--- src/rtl/grs_pkg.sv ---
package grs_pkg;

  localparam int unsigned CoordW = 8;
  localparam int unsigned FrameW = 16;
  localparam int unsigned PhaseW = 16;
  localparam int unsigned ApbAddrW = 5;
  localparam int unsigned ApbDataW = 32;

  // signed working width for bound compares and mirrored positions
  localparam int unsigned CmpW = CoordW + 2;
  localparam int unsigned MirW = CoordW + 3;

  typedef logic [CoordW-1:0] coord_t;
  typedef logic [FrameW-1:0] frame_t;
  typedef logic [PhaseW-1:0] phase_bounds_t;

  // input command codes
  typedef enum logic {
    CMD_TICK  = 1'b0,
    CMD_START = 1'b1
  } cmd_e;

  // register map, index = byte address / 4
  typedef enum logic [2:0] {
    REG_X_START        = 3'd0,
    REG_X_LIMIT        = 3'd1,
    REG_Y_START        = 3'd2,
    REG_Y_LIMIT        = 3'd3,
    REG_X_INCREMENT    = 3'd4,
    REG_Y_INCREMENT    = 3'd5,
    REG_X_PHASE_BOUNDS = 3'd6,
    REG_Y_PHASE_BOUNDS = 3'd7
  } reg_idx_e;

  typedef struct packed {
    coord_t        x_start;
    coord_t        x_limit;
    coord_t        y_start;
    coord_t        y_limit;
    coord_t        x_increment;
    coord_t        y_increment;
    phase_bounds_t x_phase_bounds;
    phase_bounds_t y_phase_bounds;
  } cfg_t;

  localparam cfg_t CfgReset = '{
    x_start:        8'd0,
    x_limit:        8'd255,
    y_start:        8'd0,
    y_limit:        8'd255,
    x_increment:    8'd5,
    y_increment:    8'd5,
    x_phase_bounds: 16'h0500,
    y_phase_bounds: 16'h0500
  };

  // scan position state
  typedef struct packed {
    frame_t frames_left;
    coord_t x_phase;
    coord_t y_phase;
    coord_t x_cursor;
    coord_t y_cursor;
    logic   column_odd;
    logic   running;
  } scan_t;

endpackage

--- src/rtl/grs_if.sv ---
interface grs_item_if;
  import grs_pkg::*;

  logic   valid;
  logic   ready;
  logic   cmd;
  frame_t frame_count;

  modport source (output valid, output cmd, output frame_count, input ready);
  modport sink (input valid, input cmd, input frame_count, output ready);
endinterface

interface grs_result_if;
  import grs_pkg::*;

  logic   valid;
  logic   ready;
  coord_t x_pos;
  coord_t y_pos;
  logic   point_valid;
  logic   scan_last;

  modport source (output valid, output x_pos, output y_pos, output point_valid,
                  output scan_last, input ready);
  modport sink (input valid, input x_pos, input y_pos, input point_valid,
                input scan_last, output ready);
endinterface

--- src/rtl/galvo_raster_scan_generator_core.sv ---
// Serpentine raster scan generator for an X/Y mirror pair.
// item_i takes commands: start (cmd = 1) loads frame_count and rewinds the
// scan to the first phase pair and the first column; tick (cmd = 0) emits the
// current point and steps the Y cursor, then the column, then the Y phase,
// then the X phase and finally the frame count.
// result_o gives one transaction per command: x_pos, y_pos, point_valid and
// scan_last, all zero for a start or for a tick while no scan is running.
// The result is registered: the output register takes it on the edge at
// which the command is taken. Throughput is one command per cycle while
// the receiver does not stall, as the cursor state updates per command.
// If the receiver stalls, the output register holds its transaction and
// item_i.ready stays high only while the receiver takes the held result in
// the same cycle.
// The user writes registers through the APB port (byte address 4 * index)
// only while the block is idle, which the block does not enforce. Reset
// loads register defaults, clears scan state: comes up idle, no result pending.
module galvo_raster_scan_generator_core (
  input  logic                             clk_i,
  input  logic                             rst_ni,
  input  logic                             psel,
  input  logic                             penable,
  input  logic                             pwrite,
  input  logic [grs_pkg::ApbAddrW-1:0]     paddr,
  input  logic [grs_pkg::ApbDataW-1:0]     pwdata,
  output logic [grs_pkg::ApbDataW-1:0]     prdata,
  output logic                             pready,
  grs_item_if.sink                         item_i,
  grs_result_if.source                     result_o
);
  import grs_pkg::*;

  cfg_t     cfg_q;
  scan_t    scan_q, scan_d;
  reg_idx_e reg_idx;
  logic     cfg_wr;

  logic   out_valid_q;
  coord_t x_pos_q, x_pos_d;
  coord_t y_pos_q, y_pos_d;
  logic   point_valid_q, point_valid_d;
  logic   scan_last_q, scan_last_d;

  logic   item_acc;
  logic   ready;

  logic signed [CmpW-1:0] x_bound;
  logic signed [CmpW-1:0] y_bound;
  logic signed [CmpW-1:0] nx;
  logic signed [CmpW-1:0] ny;
  logic        [CmpW-1:0] xs;
  logic        [CmpW-1:0] ys;
  logic signed [MirW-1:0] y_mir;
  logic        [CoordW:0] nxp;
  logic        [CoordW:0] nyp;
  coord_t x_ph_lo, x_ph_hi, y_ph_lo, y_ph_hi;
  frame_t frames_dec;
  logic   start_ok;

  // apb register port
  assign pready  = 1'b1;
  assign reg_idx = reg_idx_e'(paddr[ApbAddrW-1:2]);
  assign cfg_wr  = psel & penable & pwrite;

  always_ff @(posedge clk_i or negedge rst_ni) begin
    if (!rst_ni) begin
      cfg_q <= CfgReset;
    end else if (cfg_wr) begin
      case (reg_idx)
        REG_X_START:        cfg_q.x_start        <= pwdata[CoordW-1:0];
        REG_X_LIMIT:        cfg_q.x_limit        <= pwdata[CoordW-1:0];
        REG_Y_START:        cfg_q.y_start        <= pwdata[CoordW-1:0];
        REG_Y_LIMIT:        cfg_q.y_limit        <= pwdata[CoordW-1:0];
        REG_X_INCREMENT:    cfg_q.x_increment    <= pwdata[CoordW-1:0];
        REG_Y_INCREMENT:    cfg_q.y_increment    <= pwdata[CoordW-1:0];
        REG_X_PHASE_BOUNDS: cfg_q.x_phase_bounds <= pwdata[PhaseW-1:0];
        REG_Y_PHASE_BOUNDS: cfg_q.y_phase_bounds <= pwdata[PhaseW-1:0];
        default: ;
      endcase
    end
  end

  // register read back
  always_comb begin
    prdata = '0;
    case (reg_idx)
      REG_X_START:        prdata = ApbDataW'(cfg_q.x_start);
      REG_X_LIMIT:        prdata = ApbDataW'(cfg_q.x_limit);
      REG_Y_START:        prdata = ApbDataW'(cfg_q.y_start);
      REG_Y_LIMIT:        prdata = ApbDataW'(cfg_q.y_limit);
      REG_X_INCREMENT:    prdata = ApbDataW'(cfg_q.x_increment);
      REG_Y_INCREMENT:    prdata = ApbDataW'(cfg_q.y_increment);
      REG_X_PHASE_BOUNDS: prdata = ApbDataW'(cfg_q.x_phase_bounds);
      REG_Y_PHASE_BOUNDS: prdata = ApbDataW'(cfg_q.y_phase_bounds);
      default:            prdata = '0;
    endcase
  end

  // handshake: accept while the output register is empty or being drained
  assign ready        = ~out_valid_q | result_o.ready;
  assign item_i.ready = ready;
  assign item_acc     = item_i.valid & ready;

  // bounds and step arithmetic
  assign x_ph_lo = cfg_q.x_phase_bounds[CoordW-1:0];
  assign x_ph_hi = cfg_q.x_phase_bounds[PhaseW-1:CoordW];
  assign y_ph_lo = cfg_q.y_phase_bounds[CoordW-1:0];
  assign y_ph_hi = cfg_q.y_phase_bounds[PhaseW-1:CoordW];

  assign x_bound = signed'(CmpW'(cfg_q.x_limit)) - signed'(CmpW'(cfg_q.x_increment));
  assign y_bound = signed'(CmpW'(cfg_q.y_limit)) - signed'(CmpW'(cfg_q.y_increment));
  assign nx      = signed'(CmpW'(scan_q.x_cursor) + CmpW'(cfg_q.x_increment));
  assign ny      = signed'(CmpW'(scan_q.y_cursor) + CmpW'(cfg_q.y_increment));
  assign xs      = CmpW'(scan_q.x_cursor) + CmpW'(scan_q.x_phase);
  assign ys      = CmpW'(scan_q.y_cursor) + CmpW'(scan_q.y_phase);
  assign y_mir   = MirW'(y_bound) - signed'(MirW'(ys));
  assign nxp     = (CoordW+1)'(scan_q.x_phase) + (CoordW+1)'(1);
  assign nyp     = (CoordW+1)'(scan_q.y_phase) + (CoordW+1)'(1);
  assign frames_dec = scan_q.frames_left - FrameW'(1);

  assign start_ok = (item_i.frame_count != '0)
                  && (signed'(CmpW'(cfg_q.x_start)) < x_bound)
                  && (signed'(CmpW'(cfg_q.y_start)) < y_bound)
                  && (x_ph_lo <= x_ph_hi)
                  && (y_ph_lo <= y_ph_hi);

  // next scan state and result
  always_comb begin
    scan_d        = scan_q;
    x_pos_d       = x_pos_q;
    y_pos_d       = y_pos_q;
    point_valid_d = point_valid_q;
    scan_last_d   = scan_last_q;
    if (item_acc) begin
      x_pos_d       = '0;
      y_pos_d       = '0;
      point_valid_d = 1'b0;
      scan_last_d   = 1'b0;
      if (item_i.cmd == CMD_START) begin
        scan_d.x_cursor    = cfg_q.x_start;
        scan_d.y_cursor    = cfg_q.y_start;
        scan_d.x_phase     = x_ph_lo;
        scan_d.y_phase     = y_ph_lo;
        scan_d.column_odd  = 1'b0;
        scan_d.frames_left = item_i.frame_count;
        scan_d.running     = start_ok;
      end else if (scan_q.running) begin
        // emit the current point, saturated to the dac range
        point_valid_d = 1'b1;
        x_pos_d = xs[CoordW] ? '1 : xs[CoordW-1:0];
        if (!scan_q.column_odd) begin
          y_pos_d = ys[CoordW] ? '1 : ys[CoordW-1:0];
        end else begin
          y_pos_d = y_mir[MirW-1] ? '0 : y_mir[CoordW-1:0];
        end
        // step y, then column, then y phase, then x phase, then frame
        if (ny < y_bound) begin
          scan_d.y_cursor = ny[CoordW-1:0];
        end else begin
          scan_d.y_cursor   = cfg_q.y_start;
          scan_d.column_odd = ~scan_q.column_odd;
          if (nx < x_bound) begin
            scan_d.x_cursor = nx[CoordW-1:0];
          end else begin
            scan_d.x_cursor = cfg_q.x_start;
            if (nyp <= (CoordW+1)'(y_ph_hi)) begin
              scan_d.y_phase = nyp[CoordW-1:0];
            end else begin
              scan_d.y_phase = y_ph_lo;
              if (nxp <= (CoordW+1)'(x_ph_hi)) begin
                scan_d.x_phase = nxp[CoordW-1:0];
              end else begin
                scan_d.x_phase     = x_ph_lo;
                scan_d.frames_left = frames_dec;
                if (frames_dec == '0) begin
                  scan_d.running = 1'b0;
                  scan_last_d    = 1'b1;
                end
              end
            end
          end
        end
      end
    end
  end

  // scan state register
  always_ff @(posedge clk_i or negedge rst_ni) begin
    if (!rst_ni) begin
      scan_q <= '0;
    end else begin
      scan_q <= scan_d;
    end
  end

  // output register valid
  always_ff @(posedge clk_i or negedge rst_ni) begin
    if (!rst_ni) begin
      out_valid_q <= 1'b0;
    end else if (item_acc) begin
      out_valid_q <= 1'b1;
    end else if (result_o.ready) begin
      out_valid_q <= 1'b0;
    end
  end

  // output register payload
  always_ff @(posedge clk_i) begin
    x_pos_q       <= x_pos_d;
    y_pos_q       <= y_pos_d;
    point_valid_q <= point_valid_d;
    scan_last_q   <= scan_last_d;
  end

  assign result_o.valid       = out_valid_q;
  assign result_o.x_pos       = x_pos_q;
  assign result_o.y_pos       = y_pos_q;
  assign result_o.point_valid = point_valid_q;
  assign result_o.scan_last   = scan_last_q;

endmodule

--- src/flat_wrapper.sv ---
// flat-port wrapper written by rule: the top's interface ports become plain ports
module galvo_raster_scan_generator_core_flat import grs_pkg::*;
  (clk_i, rst_ni, psel, penable, pwrite, paddr, pwdata, prdata, pready, item_i_valid, item_i_cmd, item_i_frame_count, item_i_ready, result_o_valid, result_o_x_pos, result_o_y_pos, result_o_point_valid, result_o_scan_last, result_o_ready);
  grs_item_if item_i_i ();
  grs_result_if result_o_i ();
  input  logic clk_i;
  input  logic rst_ni;
  input  logic psel;
  input  logic penable;
  input  logic pwrite;
  input  logic [grs_pkg::ApbAddrW-1:0] paddr;
  input  logic [grs_pkg::ApbDataW-1:0] pwdata;
  output logic [grs_pkg::ApbDataW-1:0] prdata;
  output logic pready;
  input wire logic [$bits(item_i_i.valid)-1:0] item_i_valid;
  input wire logic [$bits(item_i_i.cmd)-1:0] item_i_cmd;
  input wire logic [$bits(item_i_i.frame_count)-1:0] item_i_frame_count;
  output wire logic [$bits(item_i_i.ready)-1:0] item_i_ready;
  output wire logic [$bits(result_o_i.valid)-1:0] result_o_valid;
  output wire logic [$bits(result_o_i.x_pos)-1:0] result_o_x_pos;
  output wire logic [$bits(result_o_i.y_pos)-1:0] result_o_y_pos;
  output wire logic [$bits(result_o_i.point_valid)-1:0] result_o_point_valid;
  output wire logic [$bits(result_o_i.scan_last)-1:0] result_o_scan_last;
  input wire logic [$bits(result_o_i.ready)-1:0] result_o_ready;
  assign item_i_i.valid = item_i_valid;
  assign item_i_i.cmd = item_i_cmd;
  assign item_i_i.frame_count = item_i_frame_count;
  assign item_i_ready = item_i_i.ready;
  assign result_o_valid = result_o_i.valid;
  assign result_o_x_pos = result_o_i.x_pos;
  assign result_o_y_pos = result_o_i.y_pos;
  assign result_o_point_valid = result_o_i.point_valid;
  assign result_o_scan_last = result_o_i.scan_last;
  assign result_o_i.ready = result_o_ready;
  galvo_raster_scan_generator_core u_core (.clk_i(clk_i), .rst_ni(rst_ni), .psel(psel), .penable(penable), .pwrite(pwrite), .paddr(paddr), .pwdata(pwdata), .prdata(prdata), .pready(pready), .item_i(item_i_i), .result_o(result_o_i));
endmodule
--- config.mk ---
export PLATFORM = sky130hd
export DESIGN_NAME = galvo_raster_scan_generator_core_flat
export DESIGN_NICKNAME = d
export VERILOG_FILES = /design/src/rtl/grs_pkg.sv /design/src/rtl/grs_if.sv /design/src/rtl/galvo_raster_scan_generator_core.sv /design/src/flat_wrapper.sv
export SDC_FILE = /design/constraint.sdc
export NUM_CORES = 1
export LEC_CHECK = 0
export BUFFER_PORTS_ARGS = -buffer_cell sky130_fd_sc_hd__buf_2
export CAP_MARGIN = 5
export CORE_MARGIN = 5
export CORE_UTILIZATION = 55
export CTS_BUF_LIST = sky130_fd_sc_hd__clkbuf_8 sky130_fd_sc_hd__clkbuf_16
export DETAILED_ROUTE_END_ITERATION = 10
export PLACE_DENSITY = 0.78
export SLEW_MARGIN = 20
export SYNTH_ARGS = -nofsm -noshare
export SYNTH_HDL_FRONTEND = slang
export SYNTH_SLANG_ARGS = --single-unit
export TNS_END_PERCENT = 50
--- constraint.sdc ---
create_clock -name clk_i -period 4 [get_ports clk_i]
set_clock_uncertainty 0.2 [all_clocks]
set_input_delay 0.4 -clock clk_i [delete_from_list [all_inputs] [get_ports clk_i]]
set_output_delay 0.4 -clock clk_i [all_outputs]
set_load 0.05 [all_outputs]
[Word-level counts from Yosys, hierarchy flattened]
Index checks and enable logic that the tools add are counted.
Operators by class
  add/subtract/negate cells: 10
  order comparisons: 8
  multiplexer cells: 24
  bitwise gates (word level): 7
  equality and inequality tests: 11
  reductions and logical operators: 24
Operators with widths (number)
  $pmux 32 s8: 1
  $mux 50: 2
  $mux 8: 8
  $mux 40: 1
  $add 8x8->9: 4
  $mux 32: 1
  $mux 24: 1
  $add 8x1->9 const B: 2
  $le 9x8->1: 2
  $reduce_and 2->1: 9
  $sub 8x8->9: 2
  $le 8x8->1: 2
  $logic_not 16->1: 1
  $mux 16: 1
  $reduce_bool 16->1: 1
  $sub 16x1->16 const B: 1
  $eq 3x3->1 const B: 4
  $sub 9x10->11: 1
  $lt 10x10->1: 1
  $lt 10x9->1: 1
  $lt 9x10->1: 1
  $lt 9x9->1: 1
  $mux 1: 8
  $ne 2x2->1 const B: 4
  15 further kinds: 24
Storage, ports and cells
  input bits: 61
  flip-flop bits (word level): 149
  output and inout bits: 53

[Longest topological paths before layout]
Gate-level depths: netlist of the first run.
  depth in word-level cells: 9
  gate-level depth with buffers: 20

[Worst setup path after synthesis of the first run]
No wires, ideal clock.
  kind: register to register
  start: register u_core.cfg_q[48] (netlist name)
  end: register u_core.scan_q[28] (netlist name)
  slack: -0.022 ns
  setup time: 0.125 ns
  path buffers: 1
  arrival time: 3.697 ns
  stages on the path, launching flop included: 20
  cells stage by stage: dfstp_2 -> inv_1 -> ha_1 -> fa_1 -> inv_1 -> a21o_1 -> a21oi_1 -> xnor2_1 -> inv_1 -> ha_1 -> nand2_1 -> a211oi_1 -> a211o_1 -> o21ai_0 -> a221oi_2 -> nor2_1 -> a21o_1 -> or3_1 -> buf_4 -> mux2_4
On the way
  longest elaborated chain between the ends: 4
RTL lines
  start, declared: RTL line galvo_raster_scan_generator_core.sv:32  | cfg_t cfg_q;
  start signal, assigned: RTL line galvo_raster_scan_generator_core.sv:66  | cfg_q <= CfgReset;
  $sub 8x8->9: RTL line galvo_raster_scan_generator_core.sv:110  | assign y_bound = signed'(CmpW'(cfg_q.y_limit)) - signed'(CmpW'(cfg_q.y_increment));
  $lt 10x9->1: RTL line galvo_raster_scan_generator_core.sv:156  | if (ny < y_bound) begin
  $ne 2x2->1 (no source line)
  $reduce_and 5->1 (no source line)
  end signal, assigned: RTL line galvo_raster_scan_generator_core.sv:191  | scan_q <= scan_d;
  end, declared: RTL line galvo_raster_scan_generator_core.sv:33  | scan_t scan_q, scan_d;
Every way passes these cells.
A chain may end at the register's enable or synchronous reset.

[Worst setup path after layout of the first run]
  start: register u_core.cfg_q[32] (netlist name)
  end: register u_core.scan_q[12] (netlist name)
On the way
  longest elaborated chain between the ends: 4
  elaborated cells between the ends (all ways): 5
  classes of those cells: 2 x add/sub; 1 x order compare; 1 x eq/ne; 1 x reduce/logical
RTL lines (RTL line)
  $add 8x8->9 or $sub 8x8->9 (tied branches): galvo_raster_scan_generator_core.sv:112, galvo_raster_scan_generator_core.sv:110
  $lt 10x9->1 (*): galvo_raster_scan_generator_core.sv:156
  $ne 2x2->1 (no source line) (*)
  $reduce_and 3->1 (no source line) (*)
Mark *: on every way between the ends. The rest lies on a longest branch, timed or not.

==> impl_metrics.csv, run 1 <==
group,metric,value,unit
critical_path,reg2reg_slack,-0.15,ns
routing,final_antenna_net_count,0,
floorplanning,die_area,23070,sq um
sta,period_needed,4.149,ns
sta,rsz0062_at_grt,"yes",
sta,max_freq,241.0,MHz
clock_network,cts_buffers,17,
power_and_ir_drop,intPower,5.281,mW
routing,routed_wl,33.58,mm
sta,timing.final.ws_setup,-0.1491,ns
global_route,antenna_found_initial,0,
power_and_ir_drop,peakVddDrop,0.0003655,V
power_and_ir_drop,pwr-share-comb,57.9,%
routing,vias,9993,
critical_path,cp.depth,20,
routing,via_per_inst,6.123,
yosys,ys_ff_latch,149,
sta,fin_crit_sh,103.7,%
layout,area_growth,21.47,%
place,gp_congestion,0.9720,
critical_path,path_delay_family,"compound AO/OA/AOI/OAI gates",
worst_hold_path,hold_class,"input port to flip-flop",
floorplanning,coreArea,20040,sq um
yosys,synth_area_leaders,"dfrtp_1 24%, ha_1 12%, dfstp_2 5.7%",
place,hpwlAfterDp,24.91,mm
floorplanning,die_y,151.9,um
critical_path,cp_max_fo,7,
yosys,syn_area,11070,sq um
layout,drive_gt1_share,26.87,%
critical_path,critical_path_class,"flip-flop to flip-flop",
critical_path,required,4.11,ns
critical_path,cp_data_arrival_time,4.26,ns
global_route,grt_pass1_vias,9946,
run_status,outcome,"finished with violations",
yosys,syn_area_per_cell,9.351,sq um
yosys,yosysWarnings,0,
clock_network,clockBufferDepth,2,
critical_path,slowest_delay,0.59,ns
power_and_ir_drop,switching_share,44.18,%
yosys,seq_area_frac_synth,34.76,%
critical_path,r2r_end,"u_core.scan_q[12]",
floorplanning,io_pins,114,
floorplanning,num_rows,52,
critical_path,critPathLaunchType,"flip-flop",
critical_path,cp_cell_sequence,"ha_4 > buf_4 > buf_4 > nor2b_2 > o31a_1 > o311a_1 > o21ai_2 > nand2b_1 > xor2_2 > inv_2 > ha_4 > nor2_4 > buf_4 > o2111ai_4 > nor2_2 > a21o_4 > buf_6 > nor2_4 > buf_6 > a221o_1",
critical_path,endpoint,"u_core.scan_q[12]",
global_route,grt_use_total,28.47,%
critical_path,critical_path_buf_inv_count,6,
clock_network,clk_latency,0.43,ns
power_and_ir_drop,power.leakage,6.236,nW
clock_network,cts.sinks,149,
yosys,synth_cells,1184,
critical_path,crit_start,"u_core.cfg_q[32]",
sta,setup-tns-final,-3.479,ns
critical_path,slowest_stage,"dfstp_2",
run_status,violations,"setup timing",
flow_run,maxCapViolCount,0,
yosys,synth-async-reset-ratio,87.92,%
clock_network,path_clk_slew,0.07,ns
sta,setup_viol,43,
place,io_buffers,78,
yosys,synth_edf_count,18,
sta,maxSlewHeadroom,29.33,%
routing,drt_iter0_drc,865,
layout,fill_cells,1569,
yosys,synth_ff_type,"dfrtp_1",
floorplanning,start_util,55.25,%
sta,tightest_slew,1.053,ns
clock_network,cts_root_buf,"clkbuf_16",
sta,hold_viol_final,0,
global_route,grt-ovfl-total,0,
power_and_ir_drop,net-switching-power,4.180,mW
global_route,grt_pass1_wl,52.92,mm
power_and_ir_drop,seqPwrFrac,25.4,%
routing,wl_per_cell,20.57,um
critical_path,end_kind,"flip-flop",
global_route,grt_max_degree,83,
power_and_ir_drop,clkPwrFrac,16.7,%
layout,most-common-layout-cells,"106 x dfrtp_1, 105 x ha_1, 91 x buf_4",
sta,maxSlewViolCount,0,
critical_path,crit_top_cell,"buf_4",
routing,drc,0,
place,dp_slack,-0.3106,ns
yosys,yosysTopAreaCell,"dfrtp_1",
layout,antennaDiodeCount,0,
worst_hold_path,min_path_cells,3,
floorplanning,dieWidth,151.9,um
yosys,synth_cell_type_count,70,
yosys,synth_top_area_share,24.18,%
layout,fin_nets,1526,
critical_path,ff2ff_path_depth,20,
clock_network,cts_tree,"yes",
clock_network,htreeDepth,4,
critical_path,reg2reg_from,"u_core.cfg_q[32]",
power_and_ir_drop,power_density,703.5,nW/um^2
routing,drt_first_pass_iters,5,
layout,layout_commonest_cell,"dfrtp_1",
## synthesized netlist by cell type, types with 9 or more instances
cell type and n:
dfrtp_1 107, nor2b_1 15, a31oi_1 9, nor2_1 74, nand2b_1 23, o211ai_1 10
ha_1 109, a21o_1 20, mux2_2 45, o21a_1 12, nand2_1 91, nor3_1 22
edfxtp_1 18, mux2i_1 21, a21oi_1 69, a22o_1 13, and2_1 9, a221oi_1 11
buf_4 18, o22ai_1 11, xnor2_1 31, xor2_1 19, inv_1 79, o21ai_0 96
nand3_1 20, dfstp_2 24, clkbuf_1 36, nor4_1 12, nand4_1 17, a22oi_1 11
## registers in the layout, summed over array words and instances, names as in the netlist
| register | count |
|---|---|
| u_core.cfg_q | 80 |
| u_core.result_o.scan_last | 1 |
| u_core.result_o.valid | 1 |
| u_core.result_o.y_pos | 8 |
| u_core.result_o.point_valid | 1 |
| u_core.scan_q | 50 |
| u_core.result_o.x_pos | 8 |
## stage by stage
step | instances | util (%) | cell area, sq um | total power [mW] | hold WS, ns
after detailed placement | 1570 | 61.05 | 12230 | 7.099 | 0.2958
after global placement | 1570 | 61.05 | 12230 | 6.933 | 0.2881
final | 1632 | 67.11 | 13450 | 9.461 | 0.002824
after CTS | 1623 | 65.53 | 13130 | 8.998 | 0.00009004
after global routing | 1632 | 67.11 | 13450 | 10.16 | 0.02690
after floorplan | 1199 | - | 11130 | 5.647 | -0.09559
## final cells by class
class / count / area, sq um / share of cell area [%]
multi-input combinational: 910 / 7067 / 52.54
sequential: 149 / 3850 / 28.63
timing repair buffer: 190 / 1321 / 9.824
clock buffer: 18 / 439.2 / 3.265
tap: 270 / 337.8 / 2.512
inverter: 81 / 304.0 / 2.261
clock inverter: 14 / 130.1 / 0.9675
## kinds of logic (layout without fill, tap and decap cells)
group	after synthesis	after routing	synth area share, %
compound gates	337	338	20.32
xor+xnor	50	50	3.955
fa+ha+maj	124	124	14.31
buf+inv	141	303	5.436
flops	149	149	34.76
mux	79	79	8.204
other cells	2	17	0.06783
simple gates	302	302	12.95
## per-layer routing
metal	GRT usage [%]	up-vias	wire length, um
li1	-	4644	-
met1	37.03	4746	13780
met2	46.17	488	15620
met3	5.830	115	2662
met4	12.59	0	1512
met5	0	-	0
## power groups by stage
stage	Sequential, mW	Combinational [mW]	Clock [mW]
final	2.41	5.48	1.58
after global routing	2.44	6.05	1.67
after CTS	2.38	5.02	1.60
after detailed placement	2.40	4.70	0
after global placement	2.39	4.54	0
after floorplan	2.21	3.44	0
## tightest hold or removal path: stages
cell and delay, ns:
buf_2 0.09, nand2_1 0.04, o211ai_1 0.07
## what timing repair did
action                                 in CTS  in global routing
pin swaps                                  14                 30
hold buffers                               10                  0
cloned                                      0                  1
endpoints found under the hold margin      86                  0
setup buffers                              11                 11
setup endpoints to repair                  44                 59
gates resized for setup                    36                 59
## worst min-delay path by stage
stage | from | endpoint | slack (ns)
after global routing | item_i_frame_count[7] | u_core.scan_q[41] | 0.03
after global placement | rst_ni | u_core.scan_q[3] | 0.29
after floorplan | rst_ni | u_core.cfg_q[0] | -0.1
after detailed placement | rst_ni | u_core.scan_q[4] | 0.30
after CTS | item_i_frame_count[0] | u_core.scan_q[34] | 0.00009
final | item_i_frame_count[0] | u_core.scan_q[34] | 0.003
Power figures use the tool's default switching activity.
==> run 2, diff against run 1 <==
- CORE_UTILIZATION: 55 -> 30
- PLACE_DENSITY: 0.78 -> not set
- clock period: 4 -> 3.9 ns (I/O delays scaled with it)
==> run 2 against run 1 <==
  * The run still ends with setup timing left
  * Maximum frequency is 2.1% higher
  * Global-route usage is 11 points lower
  * Sequential power is 2% higher
  * Via count is 1.8% lower
  * Non-clock buffer count is 19 higher
  * Routed wire length is 7.0% higher
  * Flip-flop and latch count stayed put
  * Critical path type unchanged
  * Critical endpoint is now u_core.scan_q[28]
  * Largest cell class unchanged
==> impl_metrics.csv, run 2 (synthesis gave the netlist of run 1 again) <==
group,metric,value,unit
routing,drc,0,
routing,routed_wl,35.91,mm
place,gp_congestion,0.9391,
critical_path,cp_data_arrival_time,4.19,ns
layout,antennaDiodeCount,0,
critical_path,cp_cell_sequence,"ha_4 > inv_2 > fa_2 > nor2b_2 > o21a_1 > nor2_2 > xnor2_2 > ha_4 > nand2_2 > a211oi_2 > a211o_1 > o21ai_2 > a221oi_2 > nor2_1 > a21o_1 > or3_4 > mux2_4",
routing,wl_per_cell,19.43,um
power_and_ir_drop,power_density,704.1,nW/um^2
clock_network,htreeDepth,4,
critical_path,end_kind,"flip-flop",
critical_path,slowest_stage,"dfstp_2",
layout,layout_commonest_cell,"dfrtp_1",
critical_path,required,4.03,ns
clock_network,clockBufferDepth,2,
layout,fin_nets,1544,
layout,design_area,13840,sq um
layout,most-common-layout-cells,"107 x dfrtp_1, 104 x ha_1, 103 x buf_4",
routing,drt_iter0_drc,730,
global_route,grt_pass1_wl,55.79,mm
floorplanning,num_rows,70,
critical_path,critical_path_buf_inv_count,1,
sta,fin_crit_sh,104.2,%
routing,final_antenna_net_count,0,
clock_network,path_clk_slew,0.07,ns
layout,largest_registers,"u_core.cfg_q (80), u_core.scan_q (50)",
floorplanning,start_util,30.32,%
critical_path,crit_top_cell,"ha_4",
floorplanning,coreArea,36520,sq um
layout,regMostFlops,"u_core.cfg_q",
sta,maxSlewViolCount,0,
power_and_ir_drop,peakVddDrop,0.0003351,V
floorplanning,io_pins,114,
sta,max_freq,246.1,MHz
sta,tightest_slew,0.8447,ns
place,io_buffers,78,
power_and_ir_drop,power.leakage,6.338,nW
critical_path,slowest_delay,0.60,ns
clock_network,cts_tree,"yes",
clock_network,cts_buffers,17,
worst_hold_path,hold_class,"input port to flip-flop",
sta,period_needed,4.063,ns
routing,drt_first_pass_iters,5,
clock_network,clk_latency,0.44,ns
global_route,grt-ovfl-total,0,
run_status,outcome,"finished with violations",
run_status,violations,"setup timing",
critical_path,critPathLaunchType,"flip-flop",
layout,area_growth,25.01,%
floorplanning,die_y,202.1,um
layout,drive_gt1_share,27.97,%
clock_network,cts_root_buf,"clkbuf_16",
sta,holdWs,0.03048,ns
place,placed_area,12580,sq um
routing,via_per_inst,5.311,
global_route,grt_pass1_vias,9729,
global_route,antenna_found_initial,1,
sta,maxSlewHeadroom,43.48,%
critical_path,critical_path_class,"flip-flop to flip-flop",
clock_network,cts.sinks,149,
sta,timing.final.ws_setup,-0.1633,ns
layout,largest_register_ff_count,80,
critical_path,path_delay_family,"compound AO/OA/AOI/OAI gates",
sta,rsz0062_at_grt,"yes",
routing,vias,9815,
sta,hold_viol_final,0,
floorplanning,dieWidth,202.1,um
critical_path,cp_max_fo,7,
floorplanning,die_area,40850,sq um
global_route,grt_max_degree,77,
place,hpwlAfterDp,27.49,mm
flow_run,maxCapViolCount,0,
global_route,grt_use_total,17.37,%
sta,setup_viol,30,
-- run 2: final cells by class --
type                       instances  area (sq um)
fill                            3615         22680
multi-input combinational        909          7044
sequential                       149          3849
timing repair buffer             209          1480
tap                              468         585.6
clock buffer                      18         450.4
inverter                          81         304.0
clock inverter                    14         127.6
-- run 2: timing repair --
action | 4_1_cts | 5_1_grt
resized for setup | 36 | 59
pin swaps | 16 | 34
hold buffers | 11 | 0
endpoints found under the hold margin | 80 | 0
endpoints found under the setup margin | 51 | 59
setup buffers | 14 | 8
-- run 2: through the flow --
step / cells / power (mW) / TNS, ns / worst slack [ns] / utilization, %
floorplan: 1199 / 5.812 / 0 / 0.008002 / -
global placement: 1785 / 7.367 / -3.969 / -0.2566 / 34.45
detailed placement: 1785 / 7.494 / -6.093 / -0.3008 / 34.45
CTS: 1842 / 9.476 / -2.137 / -0.1566 / 37.16
global route: 1848 / 10.53 / -11.72 / -0.3652 / 37.90
finish: 1848 / 9.745 / -2.491 / -0.1633 / 37.90
-- run 2: report_power, final --
group / switching (mW) / total, mW / internal (mW)
Clock: 0.771 / 1.65 / 0.882
Combinational: 3.01 / 5.65 / 2.64
Sequential: 0.497 / 2.45 / 1.95
-- run 2: routing by layer --
metal / routed length (um) / global-route usage (%)
met1: 16230 / 23.80
met2: 16460 / 27.85
met3: 2608 / 4.107
met4: 603 / 4.219
met5: 13 / 0
-- run 2: worst min-delay path, delay by kind of cell --
family / cells / cell delay [ns]
AO/OA/AOI/OAI: 2 / 0.15
buffers and inverters: 1 / 0.09
-- run 2: final timing paths --
path / endpoint / startpoint / depth (start not counted) / slack [ns]
setup reg to reg: u_core.scan_q[28] / u_core.cfg_q[32] / 17 / -0.16
max in group asynchronous: u_core.cfg_q[54] / rst_ni / 3 / 2.13
setup / recovery: u_core.scan_q[28] / u_core.cfg_q[32] / 17 / -0.16
min in group asynchronous: u_core.scan_q[45] / rst_ni / 2 / 0.35
hold / removal: u_core.scan_q[37] / item_i_frame_count[3] / 3 / 0.03
hold reg to reg: u_core.cfg_q[42] / u_core.cfg_q[42] / 2 / 0.32
==> run 3, diff against run 2 <==
- CORE_UTILIZATION: 30 -> 45
==> run 3 against run 2 <==
  * The run still ends with setup timing left
  * Sequential power about the same
  * Die area decreased by 32%
  * Clock power decreased by 2%
  * Cell count decreased by 7.6%
  * Worst setup slack got worse by 0.061 ns
  * Critical path depth increased by 4
  * Maximum frequency decreased by 1.5%
  * Critical endpoint is now u_core.scan_q[22]
==> impl_metrics.csv, run 3 (synthesis gave the netlist of run 1 again) <==
group,metric,value,unit
place,io_buffers,78,
critical_path,critPathLaunchType,"flip-flop",
floorplanning,dieWidth,166.9,um
global_route,antenna_found_initial,0,
layout,largest_register_ff_count,80,
routing,drc,0,
place,gp_congestion,0.9438,
power_and_ir_drop,peakVddDrop,0.0003311,V
sta,maxSlewHeadroom,34.72,%
layout,drive_gt1_share,27.26,%
floorplanning,die_area,27840,sq um
routing,via_per_inst,5.722,
sta,setup_viol,32,
routing,drt_iter0_drc,769,
routing,wl_per_cell,19.84,um
layout,layout_commonest_cell,"buf_4",
power_and_ir_drop,power_density,704.7,nW/um^2
layout,area_growth,22.59,%
routing,drt_first_pass_iters,5,
critical_path,cp_data_arrival_time,4.23,ns
critical_path,required,4.01,ns
global_route,grt-ovfl-total,0,
floorplanning,start_util,45.66,%
floorplanning,die_y,166.9,um
clock_network,htreeDepth,4,
routing,vias,9768,
global_route,grt_pass1_vias,9417,
layout,antennaDiodeCount,0,
floorplanning,coreArea,24250,sq um
sta,max_freq,242.5,MHz
global_route,grt_max_degree,98,
critical_path,critical_path_class,"flip-flop to flip-flop",
clock_network,cts_root_buf,"clkbuf_16",
run_status,violations,"setup timing",
clock_network,clk_latency,0.43,ns
flow_run,maxCapViolCount,0,
layout,fin_nets,1547,
critical_path,cp_max_fo,7,
global_route,grt_use_total,24.05,%
floorplanning,num_rows,57,
clock_network,cts_tree,"yes",
worst_hold_path,min_path_cells,3,
layout,most-common-layout-cells,"113 x buf_4, 107 x dfrtp_1, 105 x ha_1",
place,dp_slack,-0.3506,ns
global_route,grt_pass1_wl,52.96,mm
sta,maxSlewViolCount,0,
sta,period_needed,4.125,ns
sta,hold_viol_final,0,
run_status,outcome,"finished with violations",
critical_path,end_kind,"flip-flop",
sta,timing.final.ws_setup,-0.2245,ns
layout,largest_registers,"u_core.cfg_q (80), u_core.scan_q (50)",
routing,final_antenna_net_count,0,
clock_network,clockBufferDepth,2,
sta,tightest_slew,0.9792,ns
clock_network,cts_buffers,17,
power_and_ir_drop,power.leakage,6.320,nW
layout,instances_no_fill,1707,
sta,fin_crit_sh,105.8,%
sta,rsz0062_at_grt,"yes",
worst_hold_path,hold_class,"input port to flip-flop",
place,dp.cells,1645,
routing,routed_wl,33.87,mm
clock_network,cts.sinks,149,
floorplanning,io_pins,114,
place,hpwlAfterDp,25.71,mm
critical_path,ff2ff_path_depth,21,
clock_network,path_clk_slew,0.07,ns
layout,regMostFlops,"u_core.cfg_q",
-- run 3: per-layer routing --
metal	track usage, %	vias to the layer above	wire length (um)
li1	-	4691	-
met1	34.02	4698	15490
met2	38.46	332	15640
met3	3.579	47	2050
met4	6.937	0	691
met5	0	-	0
-- run 3: path summary, 6_finish.rpt --
check / slack, ns / end / startpoint
hold / removal: 0.01 / u_core.scan_q[34] / item_i_frame_count[0]
setup / recovery: -0.22 / u_core.scan_q[22] / u_core.cfg_q[48]
hold reg to reg: 0.33 / u_core.cfg_q[42] / u_core.cfg_q[42]
min in group asynchronous: 0.44 / u_core.result_o.valid / rst_ni
max in group asynchronous: 2.24 / u_core.cfg_q[42] / rst_ni
setup reg to reg: -0.22 / u_core.scan_q[22] / u_core.cfg_q[48]
-- run 3: power by group --
part / switching, mW / internal [mW]
clock network: 0.742 / 0.871
registers: 0.490 / 1.95
logic: 2.88 / 2.63
total: 4.12 / 5.45
-- run 3: through the flow --
step | hold slack [ns] | power, mW | area, sq um | setup TNS, ns | util (%)
after floorplan | -0.1056 | 5.812 | 11150 | 0 | -
after global placement | 0.3065 | 7.417 | 12440 | -6.050 | 51.32
after detailed placement | 0.3198 | 7.499 | 12440 | -7.992 | 51.32
after CTS | 0.005792 | 9.401 | 13450 | -4.752 | 55.47
after global routing | 0.03145 | 10.31 | 13570 | -11.37 | 55.98
final | 0.009651 | 9.565 | 13570 | -4.186 | 55.98
-- run 3: repair_timing --
item                       CTS  global route
hold endpoints to repair    94             0
cloned                       1             0
hold buffers                10             0
setup buffers               18             2
gates resized for setup     46            27
pin swaps                   21             8
setup endpoints to repair   50            57
-- run 3: worst max-delay path, cell delays in order, from the launching register on --
cell and delay, ns:
dfstp_2 0.54, inv_2 0.05, ha_4 0.16, fa_2 0.36, inv_2 0.05, a21o_1 0.13, a21oi_2 0.06, xnor2_1 0.17
inv_1 0.12, ha_4 0.29, nand2_2 0.05, a211oi_2 0.14, a211o_1 0.14, o21ai_1 0.08, a221oi_2 0.33, nor2_2 0.08
a21o_4 0.24, buf_4 0.14, buf_6 0.11, nor2_4 0.09, buf_8 0.15, mux2_4 0.31
-- run 3: final cells by class --
type | count | area [sq um]
Clock buffer | 18 | 450.4
Clock inverter | 14 | 115.1
Fill cell | 2144 | 10680
Inverter | 81 | 304.0
Multi-Input combinational cell | 909 | 6957
Sequential cell | 149 | 3849
Tap cell | 324 | 405.4
Timing Repair Buffer | 212 | 1493
